$ cat src/hdl/hdpp_pkg.sv
// Package: phase codes, character constants and the shared result struct for the path parser.
package hdpp_pkg;

  localparam int PhaseW = 2;
  localparam logic [PhaseW-1:0] PH_EXPECT_M     = 2'd0;
  localparam logic [PhaseW-1:0] PH_EXPECT_SLASH = 2'd1;
  localparam logic [PhaseW-1:0] PH_SEGMENT      = 2'd2;

  localparam logic [7:0] CH_M     = 8'h6D;
  localparam logic [7:0] CH_SLASH = 8'h2F;
  localparam logic [7:0] CH_APOS  = 8'h27;
  localparam logic [7:0] CH_UPH   = 8'h48;
  localparam logic [7:0] CH_LOWH  = 8'h68;
  localparam logic [7:0] CH_ZERO  = 8'h30;
  localparam logic [7:0] CH_NINE  = 8'h39;

  localparam logic [31:0] HARDEN_BIT = 32'h8000_0000;
  localparam logic [31:0] ACC_LIMIT  = 32'd429496729;
  localparam logic [3:0]  DIGIT_LIMIT = 4'd5;
  localparam logic [7:0]  IDX_MAX    = 8'hFF;

  typedef struct packed {
    logic        seg_ready;
    logic [31:0] seg_value;
    logic [7:0]  seg_index;
    logic        done;
    logic        ok;
  } result_t;

endpackage

$ cat src/hdl/hdpp_parser.sv
// Parser state registers and per-character next-state and result logic.
module hdpp_parser
  import hdpp_pkg::*;
(
  input  logic       clk,
  input  logic       rst,
  input  logic       fire,
  input  logic [7:0] path_char,
  input  logic       last_char,
  output logic       res_valid,
  output result_t    res
);

  logic [PhaseW-1:0] phase, phase_next;
  logic [31:0]       acc, acc_next;
  logic              have_digit, have_digit_next;
  logic              hardened, hardened_next;
  logic              path_error, path_error_next;
  logic [7:0]        counter, counter_next;

  logic              is_digit;
  logic              is_suffix;
  logic [3:0]        digit;
  logic [31:0]       acc_x10;
  logic              overflow;
  logic              ok;

  assign is_digit  = (path_char >= CH_ZERO) && (path_char <= CH_NINE);
  assign is_suffix = (path_char == CH_APOS) || (path_char == CH_UPH) || (path_char == CH_LOWH);
  assign digit     = 4'(path_char - CH_ZERO);
  assign acc_x10   = {acc[28:0], 3'b000} + {acc[30:0], 1'b0};
  assign overflow  = (acc > ACC_LIMIT) || ((acc == ACC_LIMIT) && (digit > DIGIT_LIMIT));

  always_comb begin
    phase_next      = phase;
    acc_next        = acc;
    have_digit_next = have_digit;
    hardened_next   = hardened;
    path_error_next = path_error;
    counter_next    = counter;
    res             = '0;
    res_valid       = 1'b0;
    ok              = 1'b0;

    if (!path_error) begin
      case (phase)
        PH_EXPECT_M: begin
          if (path_char == CH_M) phase_next = PH_EXPECT_SLASH;
          else path_error_next = 1'b1;
        end
        PH_EXPECT_SLASH: begin
          if (path_char == CH_SLASH) begin
            phase_next      = PH_SEGMENT;
            acc_next        = '0;
            have_digit_next = 1'b0;
            hardened_next   = 1'b0;
          end else begin
            path_error_next = 1'b1;
          end
        end
        PH_SEGMENT: begin
          if (is_digit) begin
            if (hardened || overflow) begin
              path_error_next = 1'b1;
            end else begin
              acc_next        = acc_x10 + {28'd0, digit};
              have_digit_next = 1'b1;
            end
          end else if (is_suffix) begin
            if (!have_digit || hardened) path_error_next = 1'b1;
            else hardened_next = 1'b1;
          end else if (path_char == CH_SLASH) begin
            if (have_digit) begin
              res.seg_ready   = 1'b1;
              res.seg_value   = acc + (hardened ? HARDEN_BIT : 32'd0);
              res.seg_index   = counter;
              res_valid       = 1'b1;
              if (counter != IDX_MAX) counter_next = counter + 8'd1;
              acc_next        = '0;
              have_digit_next = 1'b0;
              hardened_next   = 1'b0;
            end else begin
              path_error_next = 1'b1;
            end
          end else begin
            path_error_next = 1'b1;
          end
        end
        default: path_error_next = 1'b1;
      endcase
    end

    if (last_char) begin
      ok = !path_error_next && (phase_next == PH_SEGMENT) && have_digit_next;
      if (ok) begin
        res.seg_ready = 1'b1;
        res.seg_value = acc_next + (hardened_next ? HARDEN_BIT : 32'd0);
        res.seg_index = counter_next;
      end
      res.done        = 1'b1;
      res.ok          = ok;
      res_valid       = 1'b1;
      phase_next      = PH_EXPECT_M;
      acc_next        = '0;
      have_digit_next = 1'b0;
      hardened_next   = 1'b0;
      path_error_next = 1'b0;
      counter_next    = '0;
    end
  end

  always_ff @(posedge clk) begin
    if (rst) begin
      phase      <= PH_EXPECT_M;
      acc        <= '0;
      have_digit <= 1'b0;
      hardened   <= 1'b0;
      path_error <= 1'b0;
      counter    <= '0;
    end else if (fire) begin
      phase      <= phase_next;
      acc        <= acc_next;
      have_digit <= have_digit_next;
      hardened   <= hardened_next;
      path_error <= path_error_next;
      counter    <= counter_next;
    end
  end

endmodule

$ cat src/hdl/hdpp_out_reg.sv
// Result register holding one result until the consumer takes it.
module hdpp_out_reg
  import hdpp_pkg::*;
(
  input  logic        clk,
  input  logic        rst,
  input  logic        load,
  input  result_t     res,
  input  logic        result_ready,
  output logic        result_valid,
  output logic        segment_ready,
  output logic [31:0] segment_value,
  output logic [7:0]  segment_index,
  output logic        path_done,
  output logic        path_ok
);

  result_t held;

  always_ff @(posedge clk) begin
    if (rst) begin
      result_valid <= 1'b0;
    end else if (load) begin
      result_valid <= 1'b1;
    end else if (result_ready) begin
      result_valid <= 1'b0;
    end
  end

  always_ff @(posedge clk) begin
    if (load) begin
      held <= res;
    end
  end

  assign segment_ready = held.seg_ready;
  assign segment_value = held.seg_value;
  assign segment_index = held.seg_index;
  assign path_done     = held.done;
  assign path_ok       = held.ok;

endmodule

$ cat src/hdl/hd_derivation_path_parser.sv
// Top level of the derivation path parser: one character per request, zero or one result.
//
//   channel  handshake                  payload
//   char     char_valid / char_ready    path_char[7:0], last_char
//   result   result_valid / result_ready segment_ready, segment_value[31:0],
//                                       segment_index[7:0], path_done, path_ok
//
// One character is taken per cycle while char_ready is high; its result appears in the
// result register the next cycle. The single result register sets the rate: char_ready
// is high whenever that register is empty or being drained in the same cycle.
// Reset clears the parse state and the result valid flag.
// A stalled result blocks new characters only while it is not taken.
module hd_derivation_path_parser
  import hdpp_pkg::*;
(
  input  logic        clk,
  input  logic        rst,
  input  logic        char_valid,
  output logic        char_ready,
  input  logic [7:0]  path_char,
  input  logic        last_char,
  output logic        result_valid,
  input  logic        result_ready,
  output logic        segment_ready,
  output logic [31:0] segment_value,
  output logic [7:0]  segment_index,
  output logic        path_done,
  output logic        path_ok
);

  logic    fire;
  logic    res_valid;
  result_t res;

  assign char_ready = !result_valid || result_ready;
  assign fire       = char_valid && char_ready;

  hdpp_parser u_parser (
    .clk       (clk),
    .rst       (rst),
    .fire      (fire),
    .path_char (path_char),
    .last_char (last_char),
    .res_valid (res_valid),
    .res       (res)
  );

  hdpp_out_reg u_out (
    .clk           (clk),
    .rst           (rst),
    .load          (fire && res_valid),
    .res           (res),
    .result_ready  (result_ready),
    .result_valid  (result_valid),
    .segment_ready (segment_ready),
    .segment_value (segment_value),
    .segment_index (segment_index),
    .path_done     (path_done),
    .path_ok       (path_ok)
  );

endmodule

$ cat config.mk
export PLATFORM = sky130hd
export DESIGN_NAME = hd_derivation_path_parser
export DESIGN_NICKNAME = d
export VERILOG_FILES = /design/src/hdl/hdpp_pkg.sv /design/src/hdl/hdpp_parser.sv /design/src/hdl/hdpp_out_reg.sv /design/src/hdl/hd_derivation_path_parser.sv
export SDC_FILE = /design/constraint.sdc
export NUM_CORES = 1
export LEC_CHECK = 0
export BUFFER_PORTS_ARGS = -buffer_cell sky130_fd_sc_hd__buf_2
export CELL_PAD_IN_SITES_DETAIL_PLACEMENT = 1
export CELL_PAD_IN_SITES_GLOBAL_PLACEMENT = 1
export CORE_MARGIN = 2
export CORE_UTILIZATION = 50
export DETAILED_ROUTE_END_ITERATION = 10
export PLACE_DENSITY = 0.85
export SLEW_MARGIN = 5
export SYNTH_ARGS = -nofsm -noshare
export SYNTH_HDL_FRONTEND = slang
export SYNTH_SLANG_ARGS = --single-unit
$ cat constraint.sdc
create_clock -name clk -period 8.85 [get_ports clk]
set_clock_uncertainty 0.1 [all_clocks]
set_input_delay 1.77 -clock clk [delete_from_list [all_inputs] [get_ports clk]]
set_output_delay 1.77 -clock clk [all_outputs]
set_load 0.01 [all_outputs]
After elaboration in Yosys (flattened, before gate mapping)

Cells that the tools add are included.

Eq/ne operators: 10
Order comparisons: 4
Muxes and demuxes: 68
Add/subtract/negate cells: 6
Reductions and logical operators: 17

Operators with widths:

| operator               | number |
|---|---|
| $mux W32               | 10 |
| $mux W41               | 7 |
| $add A32 B32 Y32       | 3 |
| $mux W8                | 8 |
| $pmux W32 S2           | 1 |
| $mux W43               | 1 |
| $mux W1                | 33 |
| $add A32 B4 Y32        | 1 |
| $eq A32 B29 Y1 const B | 1 |
| $gt A32 B29 Y1 const B | 1 |
| $eq A8 B7 Y1 const B   | 3 |
| $eq A8 B6 Y1 const B   | 2 |
| $add A8 B1 Y8 const B  | 1 |
| $ge A8 B6 Y1 const B   | 1 |
| $le A8 B6 Y1 const B   | 1 |
| $mux W2                | 4 |
| $ne A8 B8 Y1 const B   | 1 |
| $logic_and A1 B1 Y1    | 6 |
| $logic_or A1 B1 Y1     | 6 |
| $eq A2 B2 Y1 const B   | 2 |
| $gt A4 B3 Y1 const B   | 1 |
| $pmux W1 S2            | 2 |
| $pmux W2 S2            | 1 |
| $sub A4 B1 Y4 const B  | 1 |
| other kinds (5)        | 7 |

Register bits after elaboration: 89

Depth between registers and ports, before layout

Gate-level depths: netlist of run 1.

Word-level depth: 14
Depth in mapped cells: 12
Gate-level depth less buffers: 12

Hierarchy

Synthesis of run 1 repeated with hierarchy kept, for this count alone.

Cell total of the unflattened synthesis: 622
Area total of the unflattened synthesis: 5952.0 sq um

Modules (own cells, without submodules):

| module                    | area each (sq um) | sequential area each (sq um) | instances | cells an instance |
|---|---|---|---|---|
| hdpp_parser               | 4595.7            | 900.9                        | 1         | 572 |
| hdpp_out_reg              | 1330.0            | 1311.3                       | 1         | 47 |
| hd_derivation_path_parser | 26.3              | 0.0                          | 1         | 3 |

Least setup slack after synthesis of run 1

No wires, ideal clock.

Kind: input to register
Start: input path_char[3]
End: register u_out.held, in the netlist u_out.segment_value[29] (data pin)
Slack: 4332 ps
Arrival time: 4161 ps
Cell stages on the path: 12
Cell sequence: inv_1 > fa_1 > inv_1 > ha_1 > a211oi_1 > nor2_1 > o211ai_1 > a21o_1 > a2111oi_0 > or4_1 > a31oi_1 > nor2_1

RTL lines:

| element              | RTL line                        | text |
|---|---|---|
| from (decl)          | hd_derivation_path_parser.sv:20 | `input logic [7:0] path_char,` |
| to (signal assigned) | hdpp_out_reg.sv:32              | `held <= res;` |
| to (decl)            | hdpp_out_reg.sv:18              | `result_t held;` |

Worst setup path after layout of run 1

Start: input path_char[2]
End: register u_out.held, in the netlist u_out.path_ok, enable pin

Word-level cells in the longest chain between the ends: 9
Elaborated cells between the ends (all ways): 16

RTL lines:

| element                                              | RTL line                        | text |
|---|---|---|
| branches (longest 4 deep; another with $ge A8 B6 Y1) | -                               |  |
| $mux W1 (*)                                          | hdpp_parser.sv:62               | `if (is_digit) begin` |
| $mux W1 (*)                                          | hdpp_parser.sv:46               | `case (phase)` |
| $mux W1 (*)                                          | hdpp_parser.sv:45               | `if (!path_error) begin` |
| $mux W1 (*)                                          | hdpp_parser.sv:93               | `if (last_char) begin` |
| $logic_and A1 B1 Y1 (*)                              | hd_derivation_path_parser.sv:51 | `.load (fire && res_valid),` |
| net u_out.load                                       | hdpp_out_reg.sv:7               | `input logic load,` |

Mark *: on every way through the listed nets, which the timed path passes.
A chain may end at the register's enable or synchronous reset.

==> run_results.csv, run 1 <==
group,metric,value,unit
pwr,leakagePower,2.94,nW
timing,setup_repair_after_global_routing_missed_its_margin,"no",
synthesis,mappedNetlistNets,808,
final_layout,layoutNonFillerInstCount,943,
placement,place.port_buffers,57,
final_layout,nets,844,
synthesis,synth_enable_flop_cells,43,
synthesis,muxShareOfSynthArea,1.86,%
clock_tree,cts.sink_count,89,
floorplanning,core_footprint,12600,sq um
route,dr_total_vias,6138,
global_route,grt_overflow_total,0,
critical_path,worst-path-max-fanout,25,
floorplanning,initial_utilization,51.1,%
critical_path,setup.worst_path.end_class,"flop",
timing,timing.final.hold_violations,0,
synthesis,synth_sequential_area_ratio,34.3,%
global_route,grt_start_max_net_pins,29,
global_route,initial_antenna_violation_count,0,
global_route,grt_pass1_wl,34200,um
clock_tree,cts_setup_buffers,0,
clock_tree,clock_tree.root_cell,"sky130_fd_sc_hd__clkbuf_16",
clock_tree,cts-hold-fix-buffers,0,
pwr,power.density,122,nW/um^2
timing,fmax,204,MHz
clock_tree,clockBufferDepth,2,
route,drt_wl_cell,22.4,um
worst_hold_path,worst_hold_path_type,"flop to flop",
clock_tree,tritoncts,"built",
run,max_capacitance_violation_count,0,
synthesis,synth-xor-area-share,3.12,%
route,drcViolationCount,0,
worst_hold_path,timing.hold.worst.start,"u_parser.acc[12]",
timing,final_critical_path_share_of_the_clock_period,55.3,%
global_route,grtUsageTotal,30.7,%
synthesis,ys.warnings.count,0,
clock_tree,h_tree_level_count,3,
floorplanning,die_area,13800,sq um
route,detail_route.iter0.violations,508,
critical_path,critical_setup_path_kind,"primary input to flop",
route,postRouteAntennaNets,0,
clock_tree,clock_latency_on_the_worst_skew_pair,360,ps
synthesis,synth-compound-area-share,25.5,%
global_route,number_of_global_route_vias_before_repair,6435,
synthesis,mappedNetlistArea,6450,sq um
final_layout,final_cell_mix,"68 x sky130_fd_sc_hd__nand2_1, 63 x sky130_fd_sc_hd__ha_1, 57 x sky130_fd_sc_hd__buf_2",
final_layout,area_delta_synth_final,10.8,%
synthesis,synth_cell_type_count,76,
critical_path,worstReg2RegStart,"u_parser.acc[21]",
route,viasPerCell,6.51,
critical_path,cp-startpoint,"path_char[2]",
placement,dp_hpwl,15300,um
synthesis,synth.avg_cell_area,8.84,sq um
floorplanning,chipWidth,118,um
final_layout,final_common_cell,"sky130_fd_sc_hd__nand2_1",
synthesis,ff_latch_count_synth,89,
pwr,max-vdd-ir-drop,0.0848,mV
route,finalWirelength,21100,um
timing,timing.final.setup_violations,0,
timing,shortest_clock_period_the_worst_path_allows_after_layout,4890,ps
synthesis,yosys.area_share.simple,17.5,%
clock_tree,clk_pin_slew,80,ps
clock_tree,postCtsResizedCells,0,
final_layout,num_antenna_cells,0,
synthesis,synth-async-reset-ratio,0,%
route,drt_pre_antenna_iters,7,
run_status,run_status,"finished, final reports clean",
floorplanning,die-height,118,um
timing,timing_worst_slew_pin_value,1250,ps
timing,timing.final.max_slew_violations,0,
final_layout,share_of_post_route_cells_with_drive_strength_above_1,13.1,%
synthesis,combinational_family_with_the_most_area_after_synthesis,"compound AO/OA/AOI/OAI gates",
clock_tree,numCtsBuffers,9,
critical_path,cp_data_arrival_time,4870,ps
synthesis,ys.flop_type,"sky130_fd_sc_hd__dfxtp_1",
critical_path,worstSetupStartpointType,"primary input",
placement,post-place-cells,927,
synthesis,synth-adder-area-share,12.8,%
critical_path,required,8830,ps
synthesis,syn_inst,730,
floorplanning,top_level_ports,58,
floorplanning,std_cell_rows,41,
placement,replace_congestion,0.937,
timing,setup_total_negative_slack,0,ps
timing,maxSlewHeadroom,16.3,%
[cell usage after synthesis (20+ instances only)]
cell type | n | area share [%]
sky130_fd_sc_hd__dfxtp_1 | 46 | 14
sky130_fd_sc_hd__nor2_1 | 43 | 2.5
sky130_fd_sc_hd__ha_1 | 63 | 12
sky130_fd_sc_hd__nand3_1 | 26 | 2.0
sky130_fd_sc_hd__clkbuf_1 | 29 | 1.7
sky130_fd_sc_hd__edfxtp_1 | 43 | 20
sky130_fd_sc_hd__inv_1 | 36 | 2.1
sky130_fd_sc_hd__o21ai_1 | 24 | 1.9
sky130_fd_sc_hd__a21oi_1 | 46 | 3.6
sky130_fd_sc_hd__o31ai_1 | 20 | 2.3
sky130_fd_sc_hd__nand2_1 | 68 | 4.0
sky130_fd_sc_hd__o21ai_0 | 30 | 2.3
[state kept, by name, indices dropped and copies added, names as in the netlist]
signal               flops
u_out.segment_ready      1
u_out.path_done          1
u_parser.have_digit      1
u_out.segment_index      8
u_parser.acc            32
u_out.segment_value     32
u_parser.path_error      1
u_parser.counter         8
u_out.path_ok            1
u_parser.hardened        1
u_parser.phase           2
u_out.result_valid       1
[final timing paths]
| path | end | slack (ps) | cells after the start |
|---|---|---|---|
| hold / removal | u_parser.acc[12] | 440 | 2 |
| setup reg to reg | u_out.segment_value[20] | 4820 | 9 |
| setup / recovery | u_out.path_ok | 3960 | 7 |
| hold reg to reg | u_parser.acc[12] | 440 | 2 |
[layer usage]
layer  vias to the layer above  routed length [um]  GRT usage, %
li1                       2827                   -             -
met1                      3034                8830          38.0
met2                       218               10500          52.8
met3                        59                1080          5.18
met4                         0                 719          13.4
met5                         -                   0             0
[worst max-delay path, cell delays in order]
cell and delay [ps]:
sky130_fd_sc_hd__buf_2 140, sky130_fd_sc_hd__o21ai_0 190, sky130_fd_sc_hd__nand4_1 370, sky130_fd_sc_hd__and4_1 640
sky130_fd_sc_hd__o21ai_0 450, sky130_fd_sc_hd__clkinv_1 750, sky130_fd_sc_hd__buf_4 530
[cells by family (layout without fill, tap and decap cells)]
| family | after synthesis | after routing |
|---|---|---|
| AO/OA/AOI/OAI | 242 | 242 |
| AND/OR/NAND/NOR | 222 | 222 |
| flip-flops | 89 | 89 |
| buffers and inverters | 77 | 118 |
| adder cells (fa/ha/maj) | 65 | 65 |
| XOR/XNOR | 23 | 23 |
| multiplexers | 12 | 12 |
[report_power, final]
group / switching, mW / internal (mW) / total [mW]
combinational: 0.0308 / 0.0131 / 0.0439
sequential: 0.00327 / 0.440 / 0.443
clock: 0.190 / 0.198 / 0.389
total: 0.224 / 0.651 / 0.875
[area by class of cell]
cell class,count,area [sq um]
clock buffer,9,225
clock inverter,7,75.1
fill,1534,5470
inverter,38,143
multi-input combinational,564,3940
sequential,89,2210
tap,172,215
timing repair buffer,64,338
[through the flow]
stage	area, sq um	hold WS [ps]	power, mW	setup WS, ps	util (%)
after floorplan	6450	379	0.474	4330	-
after global placement	6850	418	0.494	3790	54.3
after detailed placement	6850	425	0.496	3640	54.3
after CTS	7150	440	0.880	3980	56.6
after global routing	7150	473	0.901	3770	56.6
final	7150	435	0.875	3960	56.6
Power figures use the tool's default switching activity.
==> run 2: changes to the inputs <==
Settings changed: ABC_AREA from default to 1, CORE_UTILIZATION 50 to 44, PLACE_DENSITY 0.85 to 0.81.
Clock period 8.85 ns to 4.5 ns, I/O delays scaled along.
==> run_results.csv, run 2 <==
group,metric,value,unit
timing,final_critical_path_share_of_the_clock_period,80.9,%
timing,maxSlewHeadroom,29.3,%
synthesis,synth-xor-area-share,2.33,%
critical_path,critical_setup_path_kind,"primary input to flop",
final_layout,final_cell_mix,"390 x sky130_fd_sc_hd__nand2_1, 167 x sky130_fd_sc_hd__nor2_1, 118 x sky130_fd_sc_hd__a21oi_1",
clock_tree,cts.sink_count,89,
route,detail_route.iter0.violations,403,
critical_path,cp_data_arrival_time,3650,ps
final_layout,num_antenna_cells,0,
placement,dp_hpwl,18600,um
synthesis,ys_top_cells_by_count,"390 x sky130_fd_sc_hd__nand2_1, 168 x sky130_fd_sc_hd__nor2_1, 118 x sky130_fd_sc_hd__a21oi_1",
route,viasPerCell,5.51,
clock_tree,clk_pin_slew,80,ps
final_layout,final_common_cell,"sky130_fd_sc_hd__nand2_1",
global_route,grt_overflow_total,0,
critical_path,setup.worst_path.end_class,"flop",
floorplanning,std_cell_rows,47,
floorplanning,top_level_ports,58,
floorplanning,die_area,18100,sq um
synthesis,synth_cell_type_count,42,
global_route,grtUsageTotal,29.7,%
critical_path,worst-path-max-fanout,5,
clock_tree,cts-hold-fix-buffers,0,
clock_tree,clock_tree.root_cell,"sky130_fd_sc_hd__clkbuf_16",
floorplanning,core_footprint,16600,sq um
run,max_capacitance_violation_count,0,
timing,timing.final.setup_violations,0,
route,drt_pre_antenna_iters,5,
pwr,leakagePower,4.13,nW
route,drt_wl_cell,17.9,um
synthesis,ff_latch_count_synth,89,
synthesis,mappedNetlistNets,1254,
synthesis,synth_sequential_area_ratio,29.4,%
final_layout,area_delta_synth_final,10.8,%
critical_path,required,4510,ps
final_layout,nets,1295,
clock_tree,cts_setup_buffers,0,
synthesis,netlist_top_cells_area,"sky130_fd_sc_hd__nand2_1 19%, sky130_fd_sc_hd__edfxtp_1 17%, sky130_fd_sc_hd__dfxtp_1 12%",
floorplanning,initial_utilization,45.2,%
synthesis,synth-async-reset-ratio,0,%
synthesis,yosys.area_share.simple,35.7,%
timing,shortest_clock_period_the_worst_path_allows_after_layout,3640,ps
synthesis,synth-compound-area-share,13.0,%
placement,place.port_buffers,57,
route,finalWirelength,25900,um
timing,setup_total_negative_slack,0,ps
synthesis,ys.flop_type,"sky130_fd_sc_hd__dfxtp_1",
run_status,run_status,"finished, final reports clean",
clock_tree,h_tree_level_count,3,
clock_tree,clockBufferDepth,2,
synthesis,yosys.cell_count.top_type,"sky130_fd_sc_hd__nand2_1",
route,dr_total_vias,7943,
global_route,initial_antenna_violation_count,0,
timing,timing_worst_slew_pin_value,1060,ps
placement,replace_congestion,0.896,
synthesis,synth_enable_flop_cells,43,
global_route,grt_pass1_wl,42400,um
synthesis,combinational_family_with_the_most_area_after_synthesis,"simple AND/OR/NAND/NOR gates",
final_layout,share_of_post_route_cells_with_drive_strength_above_1,8.76,%
worst_hold_path,worst_hold_path_type,"flop to flop",
floorplanning,die-height,135,um
clock_tree,numCtsBuffers,9,
critical_path,worstSetupStartpointType,"primary input",
synthesis,muxShareOfSynthArea,0.150,%
pwr,power.density,214,nW/um^2
route,drcViolationCount,0,
route,postRouteAntennaNets,0,
synthesis,synth_area_leader_cell,"sky130_fd_sc_hd__nand2_1",
synthesis,synth.avg_cell_area,6.39,sq um
clock_tree,postCtsResizedCells,0,
clock_tree,tritoncts,"built",
synthesis,syn_inst,1176,
timing,fmax,275,MHz
global_route,grt_start_max_net_pins,47,
timing,timing.final.hold_violations,0,
pwr,max-vdd-ir-drop,0.201,mV
timing,timing.final.max_slew_violations,0,
synthesis,synth-adder-area-share,11.0,%
clock_tree,clock_latency_on_the_worst_skew_pair,360,ps
floorplanning,chipWidth,135,um
global_route,number_of_global_route_vias_before_repair,8273,
final_layout,fin_util,50.0,%
synthesis,mappedNetlistArea,7520,sq um
synthesis,synthDominantCellAreaShare,19.5,%
synthesis,ys.warnings.count,0,
timing,setup_repair_after_global_routing_missed_its_margin,"no",
## run 2: worst paths after layout
check | from | endpoint | slack [ps] | cells after the start
setup / recovery | path_char[3] | u_out.segment_value[28] | 860 | 20
hold / removal | u_parser.counter[6] | u_parser.counter[6] | 410 | 2
setup reg to reg | u_parser.acc[0] | u_out.segment_value[28] | 1040 | 19
hold reg to reg | u_parser.counter[6] | u_parser.counter[6] | 410 | 2
## run 2: logic make-up after synthesis
logic type,Yosys count
AO/OA/AOI/OAI,181
XOR/XNOR,20
adder cells (fa/ha/maj),65
buffers and inverters,160
flip-flops,89
multiplexers,1
AND/OR/NAND/NOR,660
## run 2: layout make-up
cell class,count,area (sq um)
multi-input cells,927,4690
fillers,2300,8320
clock buffers,9,225
clock inverters,7,83.8
inverters,121,454
well taps,220,275
repair buffers,69,388
flip-flops and latches,89,2210
## run 2: critical path, cell delays in order
cell and delay [ps]:
sky130_fd_sc_hd__buf_2 110, sky130_fd_sc_hd__inv_1 100, sky130_fd_sc_hd__fa_1 540, sky130_fd_sc_hd__fa_1 470
sky130_fd_sc_hd__inv_1 110, sky130_fd_sc_hd__nand3_1 70, sky130_fd_sc_hd__nand2_1 170, sky130_fd_sc_hd__nand2_1 70
sky130_fd_sc_hd__nand2_1 190, sky130_fd_sc_hd__nand2_1 70, sky130_fd_sc_hd__nand2_1 110, sky130_fd_sc_hd__nand2_1 130
sky130_fd_sc_hd__nand2_1 90, sky130_fd_sc_hd__nand2_1 50, sky130_fd_sc_hd__nand3_1 90, sky130_fd_sc_hd__nand2_1 70
sky130_fd_sc_hd__nand2_1 50, sky130_fd_sc_hd__nand2_1 70, sky130_fd_sc_hd__nor2_1 120, sky130_fd_sc_hd__nor2_1 80
## run 2: per-stage QoR
step	instances	total power, mW	hold slack, ps	instance area, sq um	setup slack (ps)
floorplan	1176	0.934	368	7520	1070
global placement	1426	0.976	389	8020	566
detailed placement	1426	0.979	393	8020	524
CTS	1442	1.79	405	8330	871
global route	1442	1.83	428	8330	632
finish	1442	1.78	413	8330	860
## run 2: power by group
group	switching [mW]	total, mW	internal, mW
Combinational	0.0719	0.0968	0.0248
Clock	0.375	0.820	0.444
Sequential	0.00555	0.865	0.859
## run 2: routing by layer
metal / vias to the layer above / track usage [%] / share of wire [%]
li1: 3896 / - / -
met1: 3810 / 37.3 / 45
met4: 0 / 11.1 / 3.4
met5: - / 0 / 0
met3: 58 / 4.05 / 3.3
met2: 179 / 51.6 / 48
==> run 3: changes to the inputs <==
Settings changed: CORE_UTILIZATION 44 to 39, PLACE_DENSITY 0.81 to 0.76.
Clock period 4.5 ns to 3.3 ns, I/O delays scaled along.
==> run_results.csv, run 3 (synthesis results as in run 2) <==
group,metric,value,unit
critical_path,timing.reg2reg.setup_slack,220,ps
clock_tree,numCtsBuffers,9,
route,drt_pre_antenna_iters,4,
critical_path,worst-path-max-fanout,4,
pwr,power.density,275,nW/um^2
critical_path,setup.worst_path.end_class,"flop",
critical_path,cp_data_arrival_time,3250,ps
final_layout,nets,1338,
final_layout,area_delta_synth_final,16.1,%
timing,setup_total_negative_slack,0,ps
pwr,leakagePower,4.35,nW
floorplanning,initial_utilization,39.9,%
critical_path,worstSetupStartpointType,"primary input",
final_layout,num_antenna_cells,0,
timing,maxSlewHeadroom,28.6,%
global_route,initial_antenna_violation_count,0,
route,viasPerCell,5.21,
critical_path,critical_path.max_stage_delay,530,ps
clock_tree,cts.sink_count,89,
critical_path,critical_setup_path_kind,"primary input to flop",
placement,dp_hpwl,19400,um
global_route,number_of_global_route_vias_before_repair,8162,
global_route,grtUsageTotal,26.4,%
critical_path,required,3410,ps
route,detail_route.iter0.violations,378,
floorplanning,die-height,143,um
global_route,grt_start_max_net_pins,47,
worst_hold_path,worst_hold_path_type,"flop to flop",
critical_path,crit_buf_inv,4,
floorplanning,top_level_ports,58,
route,postRouteAntennaNets,0,
floorplanning,std_cell_rows,50,
pwr,max-vdd-ir-drop,0.284,mV
final_layout,final_common_cell,"sky130_fd_sc_hd__nand2_1",
route,finalWirelength,26000,um
timing,timing.final.max_slew_violations,0,
route,drt_wl_cell,17.0,um
run_status,run_status,"finished, final reports clean",
placement,replace_congestion,0.857,
route,drcViolationCount,0,
floorplanning,core_footprint,18800,sq um
timing,final_critical_path_share_of_the_clock_period,94.9,%
critical_path,crit_chain,"buf_2 -> inv_1 -> fa_1 -> fa_2 -> inv_1 -> nand3_1 -> nand2_2 -> nand2_1 -> nand2_2 -> nand2_1 -> nand2_1 -> nand2_1 -> buf_4 -> nand3b_1 -> nand3_1 -> nand2_1 -> nand2_1 -> nand2_1 -> nor2_1 -> nor2_1",
clock_tree,clockBufferDepth,2,
critical_path,crit_slowest_cell,"sky130_fd_sc_hd__fa_1",
timing,fmax,319,MHz
clock_tree,tritoncts,"built",
final_layout,final_cell_mix,"383 x sky130_fd_sc_hd__nand2_1, 166 x sky130_fd_sc_hd__nor2_1, 116 x sky130_fd_sc_hd__a21oi_1",
timing,timing.final.setup_violations,0,
floorplanning,die_area,20400,sq um
global_route,grt_pass1_wl,42100,um
run,max_capacitance_violation_count,0,
critical_path,critPathTopFamily,"simple AND/OR/NAND/NOR gates",
clock_tree,cts_setup_buffers,0,
global_route,grt_overflow_total,0,
route,dr_total_vias,7940,
placement,place.port_buffers,57,
clock_tree,clock_tree.root_cell,"sky130_fd_sc_hd__clkbuf_16",
clock_tree,h_tree_level_count,3,
timing,timing_worst_slew_pin_value,1070,ps
timing,shortest_clock_period_the_worst_path_allows_after_layout,3130,ps
clock_tree,clock_latency_on_the_worst_skew_pair,360,ps
final_layout,fillCellCount,2576,
clock_tree,clk_pin_slew,70,ps
timing,finalHoldWorstSlack,410,ps
floorplanning,chipWidth,143,um
critical_path,path_common_cell,"sky130_fd_sc_hd__nand2_1",
final_layout,share_of_post_route_cells_with_drive_strength_above_1,12.9,%
timing,timing.final.hold_violations,0,
## run 3: worst register-to-register path, stage by stage, from the launching register on
cell                       delay, ps
sky130_fd_sc_hd__dfxtp_1         340
sky130_fd_sc_hd__inv_1            90
sky130_fd_sc_hd__fa_1            520
sky130_fd_sc_hd__fa_2            440
sky130_fd_sc_hd__inv_1           100
sky130_fd_sc_hd__nand3_1          90
sky130_fd_sc_hd__nand2_2         120
sky130_fd_sc_hd__nand2_1          80
sky130_fd_sc_hd__nand2_2         110
sky130_fd_sc_hd__nand2_1          60
sky130_fd_sc_hd__nand2_1         120
sky130_fd_sc_hd__nand2_1         100
sky130_fd_sc_hd__buf_4           140
sky130_fd_sc_hd__nand3b_1         70
sky130_fd_sc_hd__nand3_1         100
sky130_fd_sc_hd__nand2_1          80
sky130_fd_sc_hd__nand2_1          50
sky130_fd_sc_hd__nand2_1          70
sky130_fd_sc_hd__nor2_1           50
sky130_fd_sc_hd__nor2_1          110
## run 3: path summary, 6_finish.rpt
kind                       start                       to  depth (start not counted)
max                 path_char[3]  u_out.segment_value[30]                         20
min          u_parser.counter[6]      u_parser.counter[6]                          2
max reg2reg      u_parser.acc[0]  u_out.segment_value[30]                         19
min reg2reg  u_parser.counter[6]      u_parser.counter[6]                          2
## run 3: final cells by class
class | count | area (sq um) | share of cell area [%]
inverters | 121 | 454 | 5.20
clock inverters | 6 | 72.6 | 0.831
repair buffers | 112 | 711 | 8.14
flip-flops and latches | 89 | 2210 | 25.4
clock buffers | 10 | 229 | 2.62
multi-input cells | 927 | 4720 | 54.1
well taps | 260 | 325 | 3.73
## run 3: stage by stage
step | std cells | setup WS (ps) | power (mW) | util (%) | area [sq um]
6_report | 1525 | 167 | 2.40 | 46.4 | 8730
4_1_cts | 1525 | 90.0 | 2.42 | 46.2 | 8690
5_1_grt | 1525 | -13.3 | 2.47 | 46.4 | 8730
3_3_place_gp | 1509 | -254 | 1.34 | 44.6 | 8390
2_1_floorplan | 1176 | 112 | 1.27 | - | 7520
3_5_place_dp | 1509 | -270 | 1.34 | 44.6 | 8390
## run 3: routing by layer
layer	GRT usage (%)	part of all wire [%]	routed length, um
met4	6.98	1.9	495
met5	0	0	0
met1	33.4	47	12100
met3	3.72	2.4	616
met2	47.0	49	12700
## run 3: what timing repair did
action,CTS,global route
resized for setup,0,14
hold buffers,0,0
endpoints found under the setup margin,0,25
## run 3: report_power, final
part	internal (mW)	total [mW]	switching (mW)
combinational	0.0384	0.135	0.0969
sequential	1.17	1.18	0.00698
clock	0.598	1.09	0.488
total	1.81	2.40	0.592
